===== config.mk =====
export PLATFORM = sky130hd
export DESIGN_NAME = scc_front
export DESIGN_NICKNAME = d
export VERILOG_FILES = /design/src/rtl/core/scc_pkg.sv /design/src/rtl/core/scc_front.sv
export SDC_FILE = /design/constraint.sdc
export NUM_CORES = 1
export LEC_CHECK = 0
export ABC_AREA = 1
export BUFFER_PORTS_ARGS = -buffer_cell sky130_fd_sc_hd__clkbuf_2
export CELL_PAD_IN_SITES_DETAIL_PLACEMENT = 1
export CELL_PAD_IN_SITES_GLOBAL_PLACEMENT = 1
export CORE_MARGIN = 4
export CORE_UTILIZATION = 11
export DETAILED_ROUTE_END_ITERATION = 16
export PLACE_DENSITY = 0.85
export SLEW_MARGIN = 20
export SYNTH_ARGS = -nofsm -noshare
export SYNTH_HDL_FRONTEND = slang
export SYNTH_SLANG_ARGS = --single-unit

===== constraint.sdc =====
create_clock -name vclk -period 0.8
set_input_delay 0.16 -clock vclk [all_inputs]
set_output_delay 0.16 -clock vclk [all_outputs]
set_load 0.01 [all_outputs]

===== src/rtl/core/scc_pkg.sv =====
// Shared types, sizes and codes for the photosensor cell counter.
// No dependencies; used by every module under rtl/core.
`timescale 1ns / 1ps
`default_nettype none

package scc_pkg;

  // Sizes
  localparam int unsigned BINS      = 64;
  localparam int unsigned CELLS     = 16384;
  localparam int unsigned BIN_W     = (BINS > 1) ? $clog2(BINS) : 1;
  localparam int unsigned BIN_CNT_W = $clog2(BINS + 1);
  localparam int unsigned CELL_W    = (CELLS > 1) ? $clog2(CELLS) : 1;

  // Fired map: rows of 64 bits, one valid flop per row
  localparam int unsigned MAP_COL_W    = 6;
  localparam int unsigned MAP_ROW_BITS = 1 << MAP_COL_W;
  localparam int unsigned MAP_ROWS     = (CELLS + MAP_ROW_BITS - 1) / MAP_ROW_BITS;
  localparam int unsigned MAP_ROW_W    = (MAP_ROWS > 1) ? $clog2(MAP_ROWS) : 1;

  // Command queue between front and back
  localparam int unsigned CMDQ_DEPTH = 4;
  localparam int unsigned CMDQ_AW    = (CMDQ_DEPTH > 1) ? $clog2(CMDQ_DEPTH) : 1;
  localparam int unsigned CMDQ_CW    = $clog2(CMDQ_DEPTH + 1);

  // Input opcodes
  localparam logic [1:0] OP_LOAD   = 2'd0;
  localparam logic [1:0] OP_PHOTON = 2'd1;
  localparam logic [1:0] OP_EOE    = 2'd2;

  // Queued command kinds
  localparam logic [1:0] CMD_LOAD   = 2'd0;
  localparam logic [1:0] CMD_PHOTON = 2'd1;
  localparam logic [1:0] CMD_EOE    = 2'd2;

  // Result kinds
  localparam logic RES_PHOTON  = 1'b0;
  localparam logic RES_SUMMARY = 1'b1;

  // Configuration registers
  localparam int unsigned CFG_AW    = 4;
  localparam logic [1:0] REG_BIN_COUNT = 2'd0;
  localparam logic [1:0] REG_EFF_GAIN  = 2'd1;
  localparam logic [1:0] REG_PH_GAIN   = 2'd2;

  localparam logic [6:0]  BIN_COUNT_RST = 7'd2;
  localparam logic [15:0] EFF_GAIN_RST  = 16'd4096;
  localparam logic [15:0] PH_GAIN_RST   = 16'd256;

  typedef struct packed {
    logic [6:0]  bin_count;
    logic [15:0] eff_gain;
    logic [15:0] ph_gain;
  } cfg_t;

  // energy/aux carry bin energy/efficiency for loads and
  // photon energy/random value for photons
  typedef struct packed {
    logic [1:0]        kind;
    logic [BIN_W-1:0]  bin_idx;
    logic [15:0]       energy;
    logic [15:0]       aux;
    logic [CELL_W-1:0] cell_idx;
    logic [7:0]        chan;
    logic [31:0]       tstamp;
  } cmd_t;

endpackage

`default_nettype wire


===== src/rtl/core/scc_front.sv =====
// Front end: accepts input transactions, classifies and filters them, packs commands.
// Depends on scc_pkg.
`timescale 1ns / 1ps
`default_nettype none

module scc_front (
  input  wire logic          push,
  output logic               full,
  input  wire logic [1:0]    opcode,
  input  wire logic [5:0]    bin_index,
  input  wire logic [15:0]   bin_energy,
  input  wire logic [15:0]   bin_efficiency,
  input  wire logic [15:0]   photon_energy,
  input  wire logic          on_entry_face,
  input  wire logic [15:0]   random_value,
  input  wire logic [13:0]   cell_index,
  input  wire logic [7:0]    channel_id,
  input  wire logic [31:0]   arrival_time,
  input  wire logic          q_full,
  output logic               q_push,
  output scc_pkg::cmd_t      q_cmd
);

  logic accept;
  logic keep;

  assign full   = q_full;
  assign accept = push && !q_full;

  always_comb begin
    q_cmd.kind     = scc_pkg::CMD_LOAD;
    q_cmd.bin_idx  = scc_pkg::BIN_W'(bin_index);
    q_cmd.energy   = bin_energy;
    q_cmd.aux      = bin_efficiency;
    q_cmd.cell_idx = scc_pkg::CELL_W'(cell_index);
    q_cmd.chan     = channel_id;
    q_cmd.tstamp   = arrival_time;
    keep           = 1'b0;
    case (opcode)
      scc_pkg::OP_LOAD: begin
        keep = (32'(bin_index) < scc_pkg::BINS);
      end
      scc_pkg::OP_PHOTON: begin
        // off-face photons and cells beyond the map never reach the back end
        q_cmd.kind   = scc_pkg::CMD_PHOTON;
        q_cmd.energy = photon_energy;
        q_cmd.aux    = random_value;
        keep         = on_entry_face && (32'(cell_index) < scc_pkg::CELLS);
      end
      scc_pkg::OP_EOE: begin
        q_cmd.kind = scc_pkg::CMD_EOE;
        keep       = 1'b1;
      end
      default: begin
        keep = 1'b0;
      end
    endcase
  end

  assign q_push = accept && keep;

endmodule

`default_nettype wire


Yosys cells after proc, flatten, opt, wreduce, memory -nomap -nowiden
Index checks and enable logic that the tools add are counted.
W data, S select, Z words.
- latch bits: 0
- RAM bits: 0
- memories kept: 0
- bits of input ports: 129
- logic and storage cells: 10
- register bits: 0
- memory bits (read-only): 0
- divide/modulo/power cells: 0
- multipliers: 0
- mux-type cells: 3
- add/subtract/negate cells: 0
- reductions and logical operators: 5
- bitwise gates (word level): 0
- eq/ne operators: 2
- shift-type cells: 0
- $lt $le $gt $ge: 0
- operator list (cell ; count):
    $mux W32 ; 1
    $pmux W2 S2 ; 1
    $eq A2 B1 Y1 const B ; 1
    $eq A2 B2 Y1 const B ; 1
    $logic_and A1 B1 Y1 ; 2
    $logic_not A2 Y1 ; 1
    $pmux W1 S2 ; 1
    $reduce_or A2 Y1 ; 1
    $logic_not A1 Y1 ; 1

Depth between registers and ports, before layout
Gate-level depths: netlist of run 1.
- word-level depth: 4
- depth in mapped cells: 5
- mapped depth without buffers: 4

Worst setup path after synthesis of run 1
OpenSTA, ideal clock, no wires.
- kind: input-to-output
- start: input opcode[0]
- end: output q_cmd[76] in the netlist's numbering
- data arrival time: 640 ps
- stages on the path: 5
- path slack: 0 ps
- cell sequence: inv_1 -> nor2_4 -> buf_4 -> nand2_1 -> nand2_1
- RTL lines (element ; RTL line ; text):
    from (decl) ; scc_front.sv:9 ; input wire logic [1:0] opcode,
    to (decl) ; scc_front.sv:21 ; output scc_pkg::cmd_t q_cmd

==> results of run 1 <==
-- cells in the mapped netlist --
master / n / area, µm²
nor2_4: 1 / 11.3
inv_1: 3 / 11.3
nor2_1: 1 / 3.75
buf_4: 67 / 503
nand2_1: 99 / 372
a21oi_1: 1 / 5.00
-- cell families after synthesis --
logic type,count (synthesis)
AND/OR/NAND/NOR,101
buffers and inverters,70
AO/OA/AOI/OAI,1
-- routing by layer --
metal  vias up  track usage (%)  routed length, µm
met5         -                0                  0
met1       519             7.23               1350
li1        555                -                  -
met2        85             14.2               2240
met3        16             2.48                423
met4         0             2.31                114
-- power by group through the flow --
stage          Sequential, mW  Clock, mW  Combinational, mW
2_1_floorplan               0          0              0.579
3_3_place_gp                0          0              0.617
3_5_place_dp                0          0              0.639
4_1_cts                     0          0              0.745
5_1_grt                     0          0              0.883
6_report                    0          0              0.804
-- per-stage QoR --
step	setup TNS (ns)	setup slack, ns	hold slack [ns]
final	-8.19	-0.263	0.320
after detailed placement	-9.71	-0.332	0.320
after floorplan	0	0.0000449	0.368
after global routing	-10.28	-0.337	0.320
after global placement	-8.86	-0.311	0.320
after CTS	-8.41	-0.270	0.320
-- repair_timing --
item	4_1_cts	5_1_grt
buffers inserted	3	1
resized for setup	21	48
pin swaps	2	1
gates cloned	4	0
endpoints found under the setup margin	35	35
hold endpoints to repair	0	0
-- final cells by class --
| type | count | share of cell area [%] |
|---|---|---|
| tap | 102 | 9.09 |
| timing repair buffer | 119 | 56.8 |
| inverter | 3 | 1.34 |
| multi-input combinational | 102 | 32.8 |
-- final timing paths --
path | end | slack, ns | cells past startpoint | start
setup / recovery | q_cmd[60] | -0.26 | 8 | opcode[0]
hold / removal | q_cmd[22] | 0.32 | 0 | arrival_time[22]
==> run metrics, run 1 <==
status finished with violations; violated checks setup timing; final hold violation count 0; setup ws final -0.263 ns; worst path required time approximately 0.64 ns; placer congestion estimate roughly 0.73; # diodes 0; CLK BUF 0; port bufs 105; worst path cell trace clkbuf_16 > inv_4 > nor2_4 > buf_4 > buf_12 > nand2_1 > nand2_1 > clkbuf_2; Non-Filler Instances 326; Mapped Cells 172; startpoint type of the worst setup path primary input; Lkg Pwr 0.906 nW; main combinational cell family by area after synthesis buffers and inverters; dpl hpwl 3180 µm; core box area a little under 8000 µm²; drt initial violations 6; Max Slew Vio Count 0; sequential cell count 0; post-synthesis compound-gate area fraction 0.552%; post-synthesis simple-gate area fraction about 43%; delay-heaviest family, CP buffers and inverters; Synth Area in XOR/XNOR 0%; Tmin final ~1.1 ns; global-route usage over all layers 7.33%; most used cell, CP nand2_1; library cells used by synthesis 6; commonest non-fill, non-tap cell in the layout nand2_1; Seq/Total Area, Yosys 0%; WS Path Type in -> out; Rel. slew slack between 90 and 100%; Inst Count DP 318; vias in the first global route approximately 1200; yosys warns 0; grt total ovfl 0; die area 9750 µm²; worst vdd ir 0.0829 mV; Sw Share between 40% and 50%; initial antenna violation count 0; Initial Util 11.5%; Core Util, Final 17.9%; WL final 4130 µm; post-route ant nets 0; Pre-antenna DRT Iters 4; pwr/cell area ~570 nW/µm²; Adder-Cell Fraction of Synth Area 0%; Die H roughly 99 µm; register area 0 µm²; Comb power frac 100.0%; Synth Cell Area just over 900 µm²; f_max 0.941 GHz; share of layout cells above drive strength 1 around 61%; I/O pin cnt 225; global-route wire length before repair 5910 µm; Placed Area roughly 1100 µm²; largest net degree at the start of global routing 15; routed len/inst 12.7 µm; Reg power frac 0%; DR DRC count 0; layout filler cell count between 1000 and 1500; Area Overhead vs Synth 55.0%; part of the cycle the worst path needs 133%; worst slew pin tran 0.112 ns; Vias 1175; Syn Nets 301; unrepaired setup endpoints after global routing true; NumNets Final 355; clock network fraction of total power 0%; # rows 32; crit path max-delay cell type buf_4; Buf/Inv on CP 5; crit path max fanout 14; Finished Cell Area 1400 µm²; Pint 0.426 mW; switching power about 0.38 mW; DR vias/cell 3.60; crit end category output port; Total Power 0.804 mW; commonest non-fill, non-tap cells in the layout nand2_1 (85), clkbuf_2 (82), buf_2 (15); total of max-cap violations 0; final setup violation count 35; multi-input combinational cell area 460 µm²; Max stage delay on crit path ~0.13 ns; multiplexer share of the synthesized area 0%; Hold Crit Class in -> out; chip width 98.7 µm; Worst Path Arrival around 0.90 ns; syn_area_per_cell 5.27 µm²; hold_buf cts 0
(Power assumes the default switching activity.)
==> run 2: changes to the inputs <==
Settings changed: BUFFER_PORTS_ARGS -buffer_cell sky130_fd_sc_hd__clkbuf_2 to unset, CORE_AREA set to 4 4 85 87, CORE_MARGIN 4 to unset, CORE_UTILIZATION 11 to unset, DIE_AREA set to 0 0 89 91, DONT_BUFFER_PORTS set to 1, PLACE_DENSITY 0.85 to 0.43.
==> run 2 against run 1 <==
Effect of this change: the run still ends with setup timing left; utilization is 5.7 points lower; critical path depth is 3 lower; largest power group unchanged; first-iteration DRC count is 17% lower; non-clock buffer count is 108 lower; global-route usage is 0.24 points lower; critical endpoint is now q_cmd[82].
==> run metrics, run 2 (same netlist as run 1, synthesis figures left out) <==
final setup violation count 24; crit end category output port; grt total ovfl 0; layout filler cell count 786; WS Path Type in -> out; unrepaired setup endpoints after global routing true; sequential cell count 0; worst path cell trace nor2_4 > buf_4 > buf_12 > nand2_1 > nand2_2; DR vias/cell 3.89; routed len/inst 17.4 µm; I/O pin cnt 225; CLK BUF 0; worst slew pin tran 0.248 ns; status finished with violations; Hold Crit Class in -> out; port bufs 0; part of the cycle the worst path needs 105%; core box area 6350 µm²; die area 8100 µm²; largest net degree at the start of global routing 15; WL final 3360 µm; Lkg Pwr 0.410 nW; Area Overhead vs Synth -14.2%; register area 0 µm²; worst slack at placement -0.0794 ns; crit path max fanout 11; violated checks setup timing; final hold violation count 0; placer congestion estimate 0.576; total of max-cap violations 0; chip width 89 µm; Die H 91 µm; dpl hpwl 2720 µm; initial antenna violation count 0; setup ws final -0.0403 ns; Worst Path Arrival 0.68 ns; vias in the first global route between 700 and 800; worst path required time 0.64 ns; commonest non-fill, non-tap cell in the layout nand2_1; # rows 29; Rel. slew slack a little over four fifths; Max stage delay on crit path approximately 0.13 ns; pwr/cell area 568 nW/µm²; worst setup path startpoint opcode[1]; post-route ant nets 0; NumNets Final 247; multi-input combinational cell area 536 µm²; commonest non-fill, non-tap cells in the layout nand2_1 (57), nand2_2 (35), nand2_4 (7); crit path max-delay cell type buf_4; startpoint type of the worst setup path primary input; Initial Util 14.3%; global-route usage over all layers between 7 and 8%; global-route wire length before repair 4460 µm; drt initial violations 5; Hold Path Origin arrival_time[21]; Inst Count DP 188; # diodes 0; DR DRC count 0; hold_buf cts 0; Max Slew Vio Count 0; Tmin final between 0.8 and 0.9 ns; f_max 1.19 GHz; Pre-antenna DRT Iters 2; Vias 751; Non-Filler Instances 193; worst vdd ir 0.134 mV; share of layout cells above drive strength 1 49.1%
[run 2: cell types whose count changed in the layout (fill, tap and decap cells not counted), moves of 2 or more]
| cell | previous run | this run |
|---|---|---|
| buf_2 | 15 | 0 |
| clkbuf_2 | 82 | 0 |
| buf_8 | 3 | 1 |
| nand2_1 | 85 | 57 |
| buf_6 | 11 | 3 |
| buf_16 | 2 | 0 |
| buf_4 | 3 | 5 |
| nand2_2 | 8 | 35 |
[run 2: worst max-delay path: cells and delay by family]
kind | cells | cell delay (ns)
buffers and inverters | 2 | 0.25
and+or+nand+nor | 3 | 0.26
[run 2: per-stage QoR]
| step | setup TNS [ns] | hold slack (ns) | power (mW) | instance area [µm²] | util, % |
|---|---|---|---|---|---|
| 2_1_floorplan | 0 | 0.368 | 0.579 | 906 | - |
| 3_3_place_gp | -1.00 | 0.320 | 0.327 | 569 | 8.97 |
| 3_5_place_dp | -1.63 | 0.320 | 0.334 | 569 | 8.97 |
| 4_1_cts | -1.24 | 0.320 | 0.469 | 797 | 12.6 |
| 5_1_grt | -2.28 | 0.320 | 0.495 | 777 | 12.2 |
| 6_report | -0.630 | 0.320 | 0.441 | 777 | 12.2 |
[run 2: where the power goes]
group	internal [mW]	total, mW	switching, mW
Clock	0	0	0
Combinational	0.165	0.441	0.276
Sequential	0	0	0
Total	0.165	0.441	0.276
[run 2: repair_timing]
| action | CTS | global route |
|---|---|---|
| buffers inserted | 3 | 0 |
| pin swaps | 4 | 1 |
| cloned | 3 | 0 |
| endpoints found under the setup margin | 32 | 33 |
| resized for setup | 60 | 3 |
[run 2: cell type report]
cell class                      instances  share of cell area (%)
Multi-Input combinational cell        102                    68.9
Tap cell                               77                    12.4
Inverter                                3                    2.42
Timing Repair Buffer                   11                    16.3
[run 2: worst paths after layout]
path         to  slack (ns)  cells past startpoint
max   q_cmd[82]       -0.04                      5
min   q_cmd[21]        0.32                      0
[run 2: layer usage]
layer	global-route usage [%]	part of all wire, %	routed length [µm]	vias up
met3	1.63	14	485	32
li1	-	-	-	336
met2	12.6	50	1670	72
met4	4.96	6.8	227	0
met1	7.03	29	977	311
met5	0	0	0	-
