**config.mk**
```make
export PLATFORM = sky130hd
export DESIGN_NAME = scc_cmd_fifo
export DESIGN_NICKNAME = d
export VERILOG_FILES = /design/src/rtl/core/scc_pkg.sv /design/src/rtl/core/scc_cmd_fifo.sv
export SDC_FILE = /design/constraint.sdc
export NUM_CORES = 1
export LEC_CHECK = 0
export ABC_AREA = 1
export ABC_CLOCK_PERIOD_IN_PS = 6350
export BUFFER_PORTS_ARGS = -buffer_cell sky130_fd_sc_hd__clkbuf_2
export CAP_MARGIN = 20
export CORE_ASPECT_RATIO = 0.75
export CORE_MARGIN = 2
export CORE_UTILIZATION = 50
export CTS_CLUSTER_DIAMETER = 150
export DETAILED_ROUTE_END_ITERATION = 12
export GPL_ROUTABILITY_DRIVEN = 0
export PLACE_DENSITY_LB_ADDON = 0.08
export SLEW_MARGIN = 20
export SYNTH_ARGS = -nofsm -noshare
export SYNTH_HDL_FRONTEND = slang
export SYNTH_SLANG_ARGS = --single-unit
```
**constraint.sdc**
```tcl
create_clock -name clk -period 6.35 [get_ports clk]
set_input_delay 0.9525 -clock clk [delete_from_list [all_inputs] [get_ports clk]]
set_output_delay 0.9525 -clock clk [all_outputs]
set_load 0.02 [all_outputs]
```
**src/rtl/core/scc_pkg.sv**
```systemverilog
// Shared types, sizes and codes for the photosensor cell counter.
// No dependencies; used by every module under rtl/core.
`timescale 1ns / 1ps
`default_nettype none

package scc_pkg;

  // Sizes
  localparam int unsigned BINS      = 64;
  localparam int unsigned CELLS     = 16384;
  localparam int unsigned BIN_W     = (BINS > 1) ? $clog2(BINS) : 1;
  localparam int unsigned BIN_CNT_W = $clog2(BINS + 1);
  localparam int unsigned CELL_W    = (CELLS > 1) ? $clog2(CELLS) : 1;

  // Fired map: rows of 64 bits, one valid flop per row
  localparam int unsigned MAP_COL_W    = 6;
  localparam int unsigned MAP_ROW_BITS = 1 << MAP_COL_W;
  localparam int unsigned MAP_ROWS     = (CELLS + MAP_ROW_BITS - 1) / MAP_ROW_BITS;
  localparam int unsigned MAP_ROW_W    = (MAP_ROWS > 1) ? $clog2(MAP_ROWS) : 1;

  // Command queue between front and back
  localparam int unsigned CMDQ_DEPTH = 4;
  localparam int unsigned CMDQ_AW    = (CMDQ_DEPTH > 1) ? $clog2(CMDQ_DEPTH) : 1;
  localparam int unsigned CMDQ_CW    = $clog2(CMDQ_DEPTH + 1);

  // Input opcodes
  localparam logic [1:0] OP_LOAD   = 2'd0;
  localparam logic [1:0] OP_PHOTON = 2'd1;
  localparam logic [1:0] OP_EOE    = 2'd2;

  // Queued command kinds
  localparam logic [1:0] CMD_LOAD   = 2'd0;
  localparam logic [1:0] CMD_PHOTON = 2'd1;
  localparam logic [1:0] CMD_EOE    = 2'd2;

  // Result kinds
  localparam logic RES_PHOTON  = 1'b0;
  localparam logic RES_SUMMARY = 1'b1;

  // Configuration registers
  localparam int unsigned CFG_AW    = 4;
  localparam logic [1:0] REG_BIN_COUNT = 2'd0;
  localparam logic [1:0] REG_EFF_GAIN  = 2'd1;
  localparam logic [1:0] REG_PH_GAIN   = 2'd2;

  localparam logic [6:0]  BIN_COUNT_RST = 7'd2;
  localparam logic [15:0] EFF_GAIN_RST  = 16'd4096;
  localparam logic [15:0] PH_GAIN_RST   = 16'd256;

  typedef struct packed {
    logic [6:0]  bin_count;
    logic [15:0] eff_gain;
    logic [15:0] ph_gain;
  } cfg_t;

  // energy/aux carry bin energy/efficiency for loads and
  // photon energy/random value for photons
  typedef struct packed {
    logic [1:0]        kind;
    logic [BIN_W-1:0]  bin_idx;
    logic [15:0]       energy;
    logic [15:0]       aux;
    logic [CELL_W-1:0] cell_idx;
    logic [7:0]        chan;
    logic [31:0]       tstamp;
  } cmd_t;

endpackage

`default_nettype wire

```
**src/rtl/core/scc_cmd_fifo.sv**
```systemverilog
// Short command queue that decouples the front end from the back end.
// Depends on scc_pkg.
`timescale 1ns / 1ps
`default_nettype none

module scc_cmd_fifo (
  input  wire logic          clk,
  input  wire logic          rst,
  input  wire logic          wr,
  input  wire scc_pkg::cmd_t wr_cmd,
  output logic               full,
  input  wire logic          rd,
  output logic               empty,
  output scc_pkg::cmd_t      head
);

  scc_pkg::cmd_t                  mem [scc_pkg::CMDQ_DEPTH];
  logic [scc_pkg::CMDQ_AW-1:0]    wptr;
  logic [scc_pkg::CMDQ_AW-1:0]    rptr;
  logic [scc_pkg::CMDQ_CW-1:0]    count;
  logic                           do_wr;
  logic                           do_rd;

  assign full  = (count == scc_pkg::CMDQ_CW'(scc_pkg::CMDQ_DEPTH));
  assign empty = (count == '0);
  assign do_wr = wr && !full;
  assign do_rd = rd && !empty;
  assign head  = mem[rptr];

  always_ff @(posedge clk) begin
    if (do_wr) begin
      mem[wptr] <= wr_cmd;
    end
  end

  always_ff @(posedge clk) begin
    if (rst) begin
      wptr  <= '0;
      rptr  <= '0;
      count <= '0;
    end else begin
      if (do_wr) begin
        wptr <= (wptr == scc_pkg::CMDQ_AW'(scc_pkg::CMDQ_DEPTH - 1)) ? '0 : wptr + 1'b1;
      end
      if (do_rd) begin
        rptr <= (rptr == scc_pkg::CMDQ_AW'(scc_pkg::CMDQ_DEPTH - 1)) ? '0 : rptr + 1'b1;
      end
      if (do_wr && !do_rd) begin
        count <= count + 1'b1;
      end else if (do_rd && !do_wr) begin
        count <= count - 1'b1;
      end
    end
  end

endmodule

`default_nettype wire

```
**After elaboration in Yosys (flattened, before gate mapping)**

Memories as Yosys holds them, arrays and structs flattened. A register that Yosys moved wholly into a read port is not among the register bits.
Index checks and enable logic that the tools add are counted.

- Equality and inequality tests: 3
- Reduce and logical (&&, ||, !) cells: 10
- $add $sub $neg: 4
- Multiplexer cells: 8

Operator list:

| cell | number |
|---|---|
| 2-bit 2-to-1 mux | 4 |
| 3-bit 2-to-1 mux | 2 |
| 2-bit by 1-bit adder with 2-bit output (second input constant) | 2 |
| 2-bit == test (second input constant) | 2 |
| 1-bit logical AND | 4 |
| 1-bit zero test | 4 |
| 3-bit by 1-bit adder with 3-bit output (second input constant) | 1 |
| 3-bit == test (second input constant) | 1 |
| 3-bit zero test | 1 |
| 3-bit by 1-bit subtractor with 3-bit output (second input constant) | 1 |
| 1-bit 2-to-1 mux | 2 |
| 2-bit nonzero test | 1 |

- Word-level logic and storage cells: 29
- Input bits: 98
- Output and inout bits: 96
- Memory bits (writable): 376
- Bits in registers: 7
- Memories: 1

Memories:

| name | depth | width | read ports | clocked after Yosys merged registers in | wr ports | RTL line | text |
|---|---|---|---|---|---|---|---|
| mem | 4 | 94 | 1 | 1 | 1 | scc_cmd_fifo.sv:17 | `scc_pkg::cmd_t mem [scc_pkg::CMDQ_DEPTH];` |

**Depth between registers and ports, before layout**

Gate-level depths: netlist of run 1.

- Word-level depth: 7
- Mapped depth: 13
- Depth with buffers taken out: 13

**Least setup slack after synthesis of run 1**

OpenSTA, ideal clock, no wires.

- Path kind: input-to-reg
- Start: input port wr
- End: memory mem[0][0] (netlist bit), enable pin
- Buffers on the path: 0
- Slack: 0.822 ns
- Arrival time: 4.980 ns
- Library setup time: 0.548 ns
- Stages: 2
- Required time: 5.802 ns
- Path through: nand2_1 nor2_1

- Word-level cells in the longest chain between the ends: 3

Ends and longest elaborated chain:

| element | RTL line | text |
|---|---|---|
| start: declaration | scc_cmd_fifo.sv:9 | `input wire logic wr,` |
| 1-bit logical AND | scc_cmd_fifo.sv:26 | `assign do_wr = wr && !full;` |
| 1-bit 2-to-1 mux | scc_cmd_fifo.sv:31 | `if (do_wr) begin` |
| 1-bit 2-to-1 mux (implied by the code) | scc_cmd_fifo.sv:32 | `mem[wptr] <= wr_cmd;` |
| end: declaration | scc_cmd_fifo.sv:17 |  |

Every way passes these cells.

==> impl_metrics.csv, run 1 <==
group,metric,value,unit
die,dieHeight,151,um
clocking,ctsHoldBuffers,0,
finish,fin_nets,1271,
worst_setup_path,reg2reg_from,"count[0]$_SDFFE_PP0P_",
synthesis,ys_seq_area_frac,0.796,
route,routed_wl,30100,um
worst_setup_path,worstReg2RegEnd,"mem[3][50]$_DFFE_PP_",
die,fp.dieArea,30200,sq um
sta,final.setup.tns,0,ps
finish,final_util,0.596,
synthesis,synth-edff-count,376,
synthesis,synthXorXnorAreaFrac,0.000608,
synthesis,synth_top_family_by_area,"compound AO/OA/AOI/OAI gates",
finish,layout-drive-gt1-share,0.220,
route,dr.pass1.iters,5,
synthesis,synth_simple_gate_area_frac,0.0587,
synthesis,async_flop_share,0,
synthesis,synth_area_leaders,"edfxtp_1, nor2_1, o21ai_0, o22ai_1, o21ai_1",
sta,drv_slew,0,
route,ant_nets,0,
worst_hold_path,whs_path_depth,2,
grt,overflow,0,
grt,grt_pass1_wl,45400,um
worst_setup_path,reg2reg_setup_slack,3860,ps
worst_setup_path,worst-path-max-fanout,78,
sta,fin_skew,15.5,ps
route,first_iter_violations,562,
die,io_pins,194,
clocking,cts_buffers,38,
clocking,cts_tree,"done",
worst_setup_path,critPathKind,"register to output pin",
route,via_per_inst,5.34,
worst_setup_path,cp-end-kind,"output pin",
synthesis,synth_top_cell_by_area,"edfxtp_1",
sta,max_freq,0.260,GHz
placed_design,dpl.hpwl,16400,um
clocking,cts.htree.levels,2,
worst_setup_path,r2r_cells,5,
power_and_ir_drop,leakage,5.91,nW
flow_run,cap_violations,0,
synthesis,syn_nets,1085,
synthesis,synth.mux.area_fraction,0,
route,vias,8414,
die,core,28200,sq um
synthesis,synthDistinctLibCells,22,
die,die_x,200,um
synthesis,ys_warn_count,0,
power_and_ir_drop,p_per_area,443,nW/um^2
synthesis,yosys.area.top_type_share,0.784,
clocking,clkSlewWorstSetupHoldPaths,60,ps
sta,layout_setup_ws,2500,ps
clocking,root_buffer,"clkbuf_16",
synthesis,postSynthCellCount,980,
synthesis,avgSynthCellArea,14.7,sq um
die,start_util,0.511,
grt,antenna_found_initial,2,
sta,hold_violations,0,
grt,grt_pass1_vias,8046,
clocking,post-cts-setup-buffers,0,
worst_hold_path,min_from,"rptr[1]$_SDFFE_PP0P_",
grt,grt_max_degree,113,
synthesis,netlist_area,14400,sq um
worst_setup_path,start_kind,"register",
clocking,ctsResizeCount,0,
sta,relSlewSlack,0.281,
synthesis,synth_fa_ha_area_frac,0.00660,
sta,rsz0062_at_grt,"no",
clocking,cts_buffer_depth,3,
sta,worst-slew-pin-transition,1080,ps
power_and_ir_drop,irDropWorstVdd,0.000250,V
power_and_ir_drop,fin_total_pwr,0.00744,W
worst_hold_path,hp-class,"register to register",
sta,setup_viol,0,
synthesis,ys_ff_latch,385,
finish,area_growth,16.6,%
worst_setup_path,cp_data_required_time,5400,ps
synthesis,yosys_most_used_dff,"edfxtp_1",
worst_setup_path,cp.arrival,2900,ps
sta,fin_crit,3850,ps
clocking,cts_sinks,385,
clocking,clkLatencyLatePin,540,ps
placed_design,io_buffers,193,
die,row_count,53,
placed_design,place_ws,2740,ps
sta,period_share,0.606,
synthesis,synth-compound-area-share,0.108,
outcome,status,"finished clean",
route,wire_per_inst,19.1,um
route,drc,0,
grt,grt_usage,0.200,
==> placed cells by master (no fill, tap or decap), types with 2 or more instances in the layout <==
master     instances
inv_1             16
nor2_1           199
nand3_1            2
dfxtp_1            7
o22ai_1           94
nand3b_1           2
clkinv_2           2
o21ai_1           37
buf_4             11
buf_12             2
bufinv_16          2
clkbuf_16         38
clkbuf_2         193
edfxtp_1         376
clkbuf_1          10
a21oi_1            3
nor2_4             4
ha_1               6
nand2_1           14
o21ai_0          152
diode_2            3
clkinv_1           7
inv_6              3
==> cells by family after synthesis <==
family,Yosys count
compound gates,286
xor+xnor,1
fa+ha+maj,7
buf+inv,79
flops,385
simple gates,222
==> state kept, by name, indices dropped and copies added (netlist names), named ones only <==
register / cells
mem: 376
rptr: 2
wptr: 2
count: 3
==> synthesized netlist by cell type (3+ instances only) <==
library cell and count:
o21ai_0 152, dfxtp_1 9, buf_6 13, nand2_1 14
buf_2 4, edfxtp_1 376, clkbuf_1 39, nor2_1 203
o21ai_1 37, buf_4 4, a21oi_1 3, ha_1 6
inv_1 16, o22ai_1 94
==> cell type report <==
cell class | count | area (sq um)
diodes | 3 | 7.51
clock buffers | 48 | 988
clock inverters | 15 | 139
fillers | 2226 | 11400
inverters | 18 | 72.6
multi-input cells | 516 | 2530
flip-flops and latches | 385 | 11500
well taps | 385 | 482
repair buffers | 207 | 1100
==> worst max path at each step <==
| stage | from | depth (start not counted) | to | slack (ps) |
|---|---|---|---|---|
| 6_report | register | 5 | head[83] | 2500 |
| 3_3_place_gp | register | 4 | head[48] | 2800 |
| 3_5_place_dp | register | 4 | head[13] | 2740 |
| 5_1_grt | register | 4 | head[48] | 2250 |
| 2_1_floorplan | wr | 2 | mem[0][0]$_DFFE_PP_ | 820 |
| 4_1_cts | register | 4 | head[13] | 2170 |
==> report_power, final <==
| group | switching, W | internal [W] |
|---|---|---|
| clock | 0.000884 | 0.00118 |
| combinational | 0.00155 | 0.000614 |
| sequential | 0.000111 | 0.00310 |
==> worst max-delay path: stages, from the launching register on <==
cell      delay, ps
dfxtp_4         580
inv_6           490
buf_4           610
o21ai_0         150
o22ai_1         210
clkbuf_2        220
==> per-layer routing <==
layer	vias to the layer above	routed length [um]	track usage
met3	44	2120	0.0541
met4	2	484	0.0552
met5	-	13	0
met1	4082	13500	0.275
met2	218	14000	0.317
li1	4068	-	-
==> through the flow <==
step / hold WS [ps] / area [sq um] / cells
after global placement: 511 / 15600 / 1510
after floorplan: 483 / 14400 / 980
after CTS: 517 / 16800 / 1574
after detailed placement: 508 / 15700 / 1511
after global routing: 570 / 16800 / 1574
final: 517 / 16800 / 1577
No activity file was read; power rests on OpenSTA's default activity.
==> run 2: changes to the inputs <==
--- a/config.mk
+++ b/config.mk
@@ -6,7 +6,7 @@
 export NUM_CORES = 1
 export LEC_CHECK = 0
 export ABC_AREA = 1
-export ABC_CLOCK_PERIOD_IN_PS = 6350
+export ABC_CLOCK_PERIOD_IN_PS = 3700
 export BUFFER_PORTS_ARGS = -buffer_cell sky130_fd_sc_hd__clkbuf_2
 export CAP_MARGIN = 20
 export CORE_ASPECT_RATIO = 0.75
==> constraint.sdc (replaced) <==
create_clock -name clk -period 3.7 [get_ports clk]
set_input_delay 0.555 -clock clk [delete_from_list [all_inputs] [get_ports clk]]
set_output_delay 0.555 -clock clk [all_outputs]
set_load 0.02 [all_outputs]
==> impl_metrics.csv, run 2 (synthesis results as in run 1) <==
group,metric,value,unit
outcome,status,"finished clean",
route,ant_nets,0,
sta,final.setup.tns,0,ps
die,row_count,53,
sta,relSlewSlack,0.385,
clocking,ctsResizeCount,0,
placed_design,dpl.hpwl,16500,um
power_and_ir_drop,leakage,5.99,nW
sta,rsz0062_at_grt,"no",
clocking,cts_buffer_depth,3,
sta,fin_crit,3240,ps
worst_setup_path,worst-path-max-fanout,80,
clocking,clkLatencyLatePin,520,ps
route,first_iter_violations,590,
grt,grt_pass1_wl,45300,um
die,io_pins,194,
power_and_ir_drop,irDropWorstVdd,0.000431,V
die,core,28200,sq um
clocking,cts_tree,"done",
worst_setup_path,critPathBufInv,3,
sta,max_freq,0.308,GHz
die,dieHeight,151,um
grt,overflow,0,
worst_hold_path,min_from,"rst",
finish,final_cell_area,16900,sq um
worst_hold_path,hp-class,"input port to register",
placed_design,io_buffers,193,
finish,largest-register,"mem",
die,start_util,0.511,
finish,layout_common_cells,"edfxtp_1, nor2_1, clkbuf_2, o21ai_0, o22ai_1",
finish,largestRegisters,"mem: 376 flops, count: 3 flops",
route,dr.pass1.iters,5,
finish,nFillCells,2208,
worst_setup_path,critPathKind,"register to output pin",
sta,fin_skew,6.00,ps
die,fp.dieArea,30200,sq um
sta,period_share,0.876,
worst_setup_path,cp.arrival,2690,ps
route,via_per_inst,5.36,
route,wire_per_inst,19.0,um
finish,fin_nets,1275,
clocking,root_buffer,"clkbuf_16",
grt,antenna_found_initial,2,
clocking,ctsHoldBuffers,0,
route,drc,0,
worst_setup_path,cpPeakStageDelay,570,ps
clocking,clkSlewWorstSetupHoldPaths,60,ps
placed_design,place_area,15700,sq um
finish,area_growth,17.5,%
power_and_ir_drop,fin_total_pwr,0.0130,W
finish,layout-drive-gt1-share,0.225,
flow_run,cap_violations,0,
clocking,post-cts-setup-buffers,0,
finish,register_area,11500,sq um
worst_setup_path,reg2reg_from,"count[0]$_SDFFE_PP0P_",
clocking,cts_sinks,385,
grt,grt_max_degree,123,
die,die_x,200,um
grt,grt_usage,0.199,
route,routed_wl,30100,um
worst_setup_path,worst_path_max_delay_cell,"dfxtp_4",
sta,setup_viol,0,
power_and_ir_drop,p_per_area,768,nW/um^2
grt,grt_pass1_vias,8048,
worst_setup_path,crit_chain,"inv_6, buf_4, o21ai_0, o22ai_1, clkbuf_2",
sta,worst-slew-pin-transition,923,ps
route,vias,8487,
sta,drv_slew,0,
worst_setup_path,start_kind,"register",
clocking,cts_buffers,38,
finish,multiInputGateArea,2530,sq um
worst_setup_path,crit_family,"buffers and inverters",
sta,hold_violations,0,
worst_setup_path,cp-end-kind,"output pin",
finish,largest_register_ffs,376,
worst_setup_path,cp_data_required_time,3140,ps
finish,layout_commonest_cell,"edfxtp_1",
clocking,cts.htree.levels,2,
## run 2: changes by cell type in the layout (fill, tap and decap cells not counted), sizes merged
| cell | previous run | this run |
|---|---|---|
| buf | 14 | 18 |
| bufinv | 2 | 4 |
| clkbuf | 241 | 238 |
| clkinv | 11 | 18 |
| diode | 3 | 1 |
| inv | 20 | 19 |
## run 2: final timing paths
path                      endpoint  slack, ps  depth (start not counted)
max reg2reg   mem[1][92]$_DFFE_PP_       1480                          5
max                        head[6]        460                          5
min          count[0]$_SDFFE_PP0P_        210                          2
min reg2reg               register        510                          2
## run 2: layer usage
layer | share of wire | track usage | up-vias
met5 | 0.00043 | 0 | -
met4 | 0.017 | 0.0507 | 2
met3 | 0.076 | 0.0572 | 43
li1 | - | - | 4075
met1 | 0.45 | 0.272 | 4143
met2 | 0.46 | 0.315 | 224
## run 2: worst register-to-register path: stages (launching register included)
cell     delay (ps)
dfxtp_1         390
nor2_1           80
nand2_1         160
nand2_1         290
nor2_4          170
buf_4           720
## run 2: final cells by class
cell class,instances,share of cell area
clock inverters,23,0.0123
inverters,18,0.00429
repair buffers,211,0.0687
diodes,1,0.000148
clock buffers,45,0.0590
flip-flops and latches,385,0.678
multi-input cells,516,0.149
well taps,385,0.0285
## run 2: per-stage QoR
| stage | hold slack (ps) | std cells | setup WS, ps | util |
|---|---|---|---|---|
| after detailed placement | 510 | 1515 | 972 | 0.558 |
| final | 209 | 1584 | 458 | 0.601 |
| after global placement | 510 | 1515 | 1050 | 0.558 |
| after floorplan | 483 | 980 | -1470 | - |
| after global routing | 204 | 1583 | 176 | 0.601 |
| after CTS | 189 | 1583 | 398 | 0.601 |
## run 2: where the power goes
group / total, W / switching [W] / leakage [nW] / internal, W
combinational: 0.00372 / 0.00264 / 1.88 / 0.00108
sequential: 0.00553 / 0.000219 / 3.52 / 0.00532
clock: 0.00374 / 0.00154 / 0.591 / 0.00220
==> run 3: changes to the inputs <==
--- a/config.mk
+++ b/config.mk
@@ -7,13 +7,13 @@
 export LEC_CHECK = 0
 export ABC_AREA = 1
 export ABC_CLOCK_PERIOD_IN_PS = 3700
-export BUFFER_PORTS_ARGS = -buffer_cell sky130_fd_sc_hd__clkbuf_2
 export CAP_MARGIN = 20
 export CORE_ASPECT_RATIO = 0.75
 export CORE_MARGIN = 2
 export CORE_UTILIZATION = 50
 export CTS_CLUSTER_DIAMETER = 150
 export DETAILED_ROUTE_END_ITERATION = 12
+export DONT_BUFFER_PORTS = 1
 export GPL_ROUTABILITY_DRIVEN = 0
 export PLACE_DENSITY_LB_ADDON = 0.08
 export SLEW_MARGIN = 20
==> impl_metrics.csv, run 3 (synthesis results as in run 1) <==
group,metric,value,unit
clocking,root_buffer,"clkbuf_16",
die,core,28200,sq um
route,drc,0,
worst_setup_path,reg2reg_from,"count[0]$_SDFFE_PP0P_",
worst_setup_path,worstReg2RegEnd,"mem[3][13]$_DFFE_PP_",
sta,drv_slew,0,
clocking,cts_buffers,38,
outcome,status,"finished clean",
worst_setup_path,crit_chain,"buf_12, o21ai_0, o22ai_1",
sta,period_share,0.885,
grt,grt_pass1_wl,44100,um
finish,final_util,0.568,
worst_setup_path,cpPeakStageDelay,840,ps
finish,layout-drive-gt1-share,0.0740,
route,dr.pass1.iters,5,
grt,antenna_found_initial,0,
finish,largest-register,"mem",
clocking,cts_buffer_depth,3,
clocking,clkLatencyLatePin,530,ps
worst_hold_path,min_from,"rst",
grt,grt_pass1_vias,7445,
die,die_x,200,um
die,dieHeight,151,um
sta,fin_crit,3280,ps
finish,layout_commonest_cell,"edfxtp_1",
grt,overflow,0,
finish,area_growth,11.1,%
power_and_ir_drop,p_per_area,779,nW/um^2
worst_hold_path,hold_path_end,"count[0]$_SDFFE_PP0P_",
power_and_ir_drop,leakage,5.20,nW
worst_setup_path,start_kind,"register",
clocking,cts_tree,"done",
sta,setup_viol,0,
finish,layout.cells.non_filler,1385,
clocking,clkSlewWorstSetupHoldPaths,60,ps
worst_setup_path,critPathKind,"register to output pin",
finish,fin_nets,1079,
sta,max_freq,0.305,GHz
sta,worst-slew-pin-transition,888,ps
worst_setup_path,worst_path_max_delay_cell,"dfxtp_4",
worst_setup_path,worst-path-max-fanout,118,
worst_setup_path,critPathBufInv,1,
sta,hold_violations,0,
clocking,cts.htree.levels,2,
placed_design,dp.cells,1319,
worst_setup_path,r2r_cells,5,
route,vias,7708,
placed_design,io_buffers,0,
route,via_per_inst,5.57,
worst_setup_path,crit_family,"flip-flops",
flow_run,cap_violations,0,
finish,largestRegisters,"mem: 376 flops, count: 3 flops",
route,routed_wl,29400,um
route,ant_nets,0,
clocking,post-cts-setup-buffers,0,
die,row_count,53,
route,wire_per_inst,21.2,um
clocking,cts_sinks,385,
finish,layout_common_cells,"edfxtp_1, nor2_1, o21ai_0, o22ai_1, clkbuf_16",
sta,fin_skew,18.9,ps
die,io_pins,194,
worst_setup_path,reg2reg_setup_slack,1330,ps
power_and_ir_drop,irDropWorstVdd,0.000478,V
clocking,ctsHoldBuffers,0,
die,fp.dieArea,30200,sq um
grt,grt_usage,0.196,
route,first_iter_violations,522,
die,start_util,0.511,
placed_design,dpl.hpwl,16000,um
sta,relSlewSlack,0.408,
grt,grt_max_degree,119,
finish,diodes,0,
finish,largest_register_ffs,376,
clocking,ctsResizeCount,0,
worst_setup_path,cp.arrival,2720,ps
worst_setup_path,cp_data_required_time,3140,ps
sta,rsz0062_at_grt,"no",
worst_setup_path,cp-end-kind,"output pin",
worst_hold_path,hp-class,"input port to register",
worst_hold_path,whs_path_depth,1,
-- run 3: cell types whose count changed in the layout (fill, tap and decap cells not counted) --
| cell | previous run | this run |
|---|---|---|
| clkinv_1 | 12 | 7 |
| clkbuf_16 | 39 | 41 |
| clkbuf_2 | 193 | 0 |
| buf_4 | 13 | 8 |
| dfxtp_2 | 1 | 0 |
| diode_2 | 1 | 0 |
| dfxtp_4 | 1 | 2 |
| clkbuf_1 | 6 | 8 |
| clkinv_4 | 1 | 0 |
| buf_12 | 5 | 7 |
-- run 3: per-stage QoR --
step	cell area [sq um]	hold slack [ps]	power [W]	setup slack (ps)	setup TNS, ps
final	16000	83.5	0.0125	425	0
after global routing	16000	60.6	0.0131	273	0
after CTS	16000	55.3	0.0126	408	0
after detailed placement	14800	507	0.00882	986	0
after global placement	14800	506	0.00879	996	0
after floorplan	14400	483	0.00813	-1470	-551550
-- run 3: worst max path at each step --
stage / endpoint / slack [ps] / cells past startpoint
after floorplan: mem[0][0]$_DFFE_PP_ / -1470 / 4
after global placement: head[86] / 1000 / 3
after detailed placement: head[86] / 990 / 3
after CTS: head[86] / 410 / 3
after global routing: head[8] / 270 / 3
final: head[8] / 420 / 3
-- run 3: cell type report --
class	instances	area [sq um]
clock buffer	49	1060
clock inverter	17	180
fill	2192	12200
inverter	18	72.6
multi-input combinational	516	2530
sequential	385	11500
tap	385	482
timing repair buffer	15	200
-- run 3: where the power goes --
| part | internal (W) | leakage [nW] | switching [W] | total [W] |
|---|---|---|---|---|
| Clock | 0.00229 | 0.606 | 0.00153 | 0.00382 |
| Combinational | 0.000669 | 1.07 | 0.00239 | 0.00306 |
| Sequential | 0.00532 | 3.52 | 0.000274 | 0.00559 |
-- run 3: metal layers --
metal | track usage | up-vias | wire length [um]
met5 | 0 | - | 0
met4 | 0.0519 | 0 | 452
met3 | 0.0721 | 39 | 2730
met2 | 0.313 | 211 | 13800
met1 | 0.255 | 3787 | 12500
li1 | - | 3671 | -
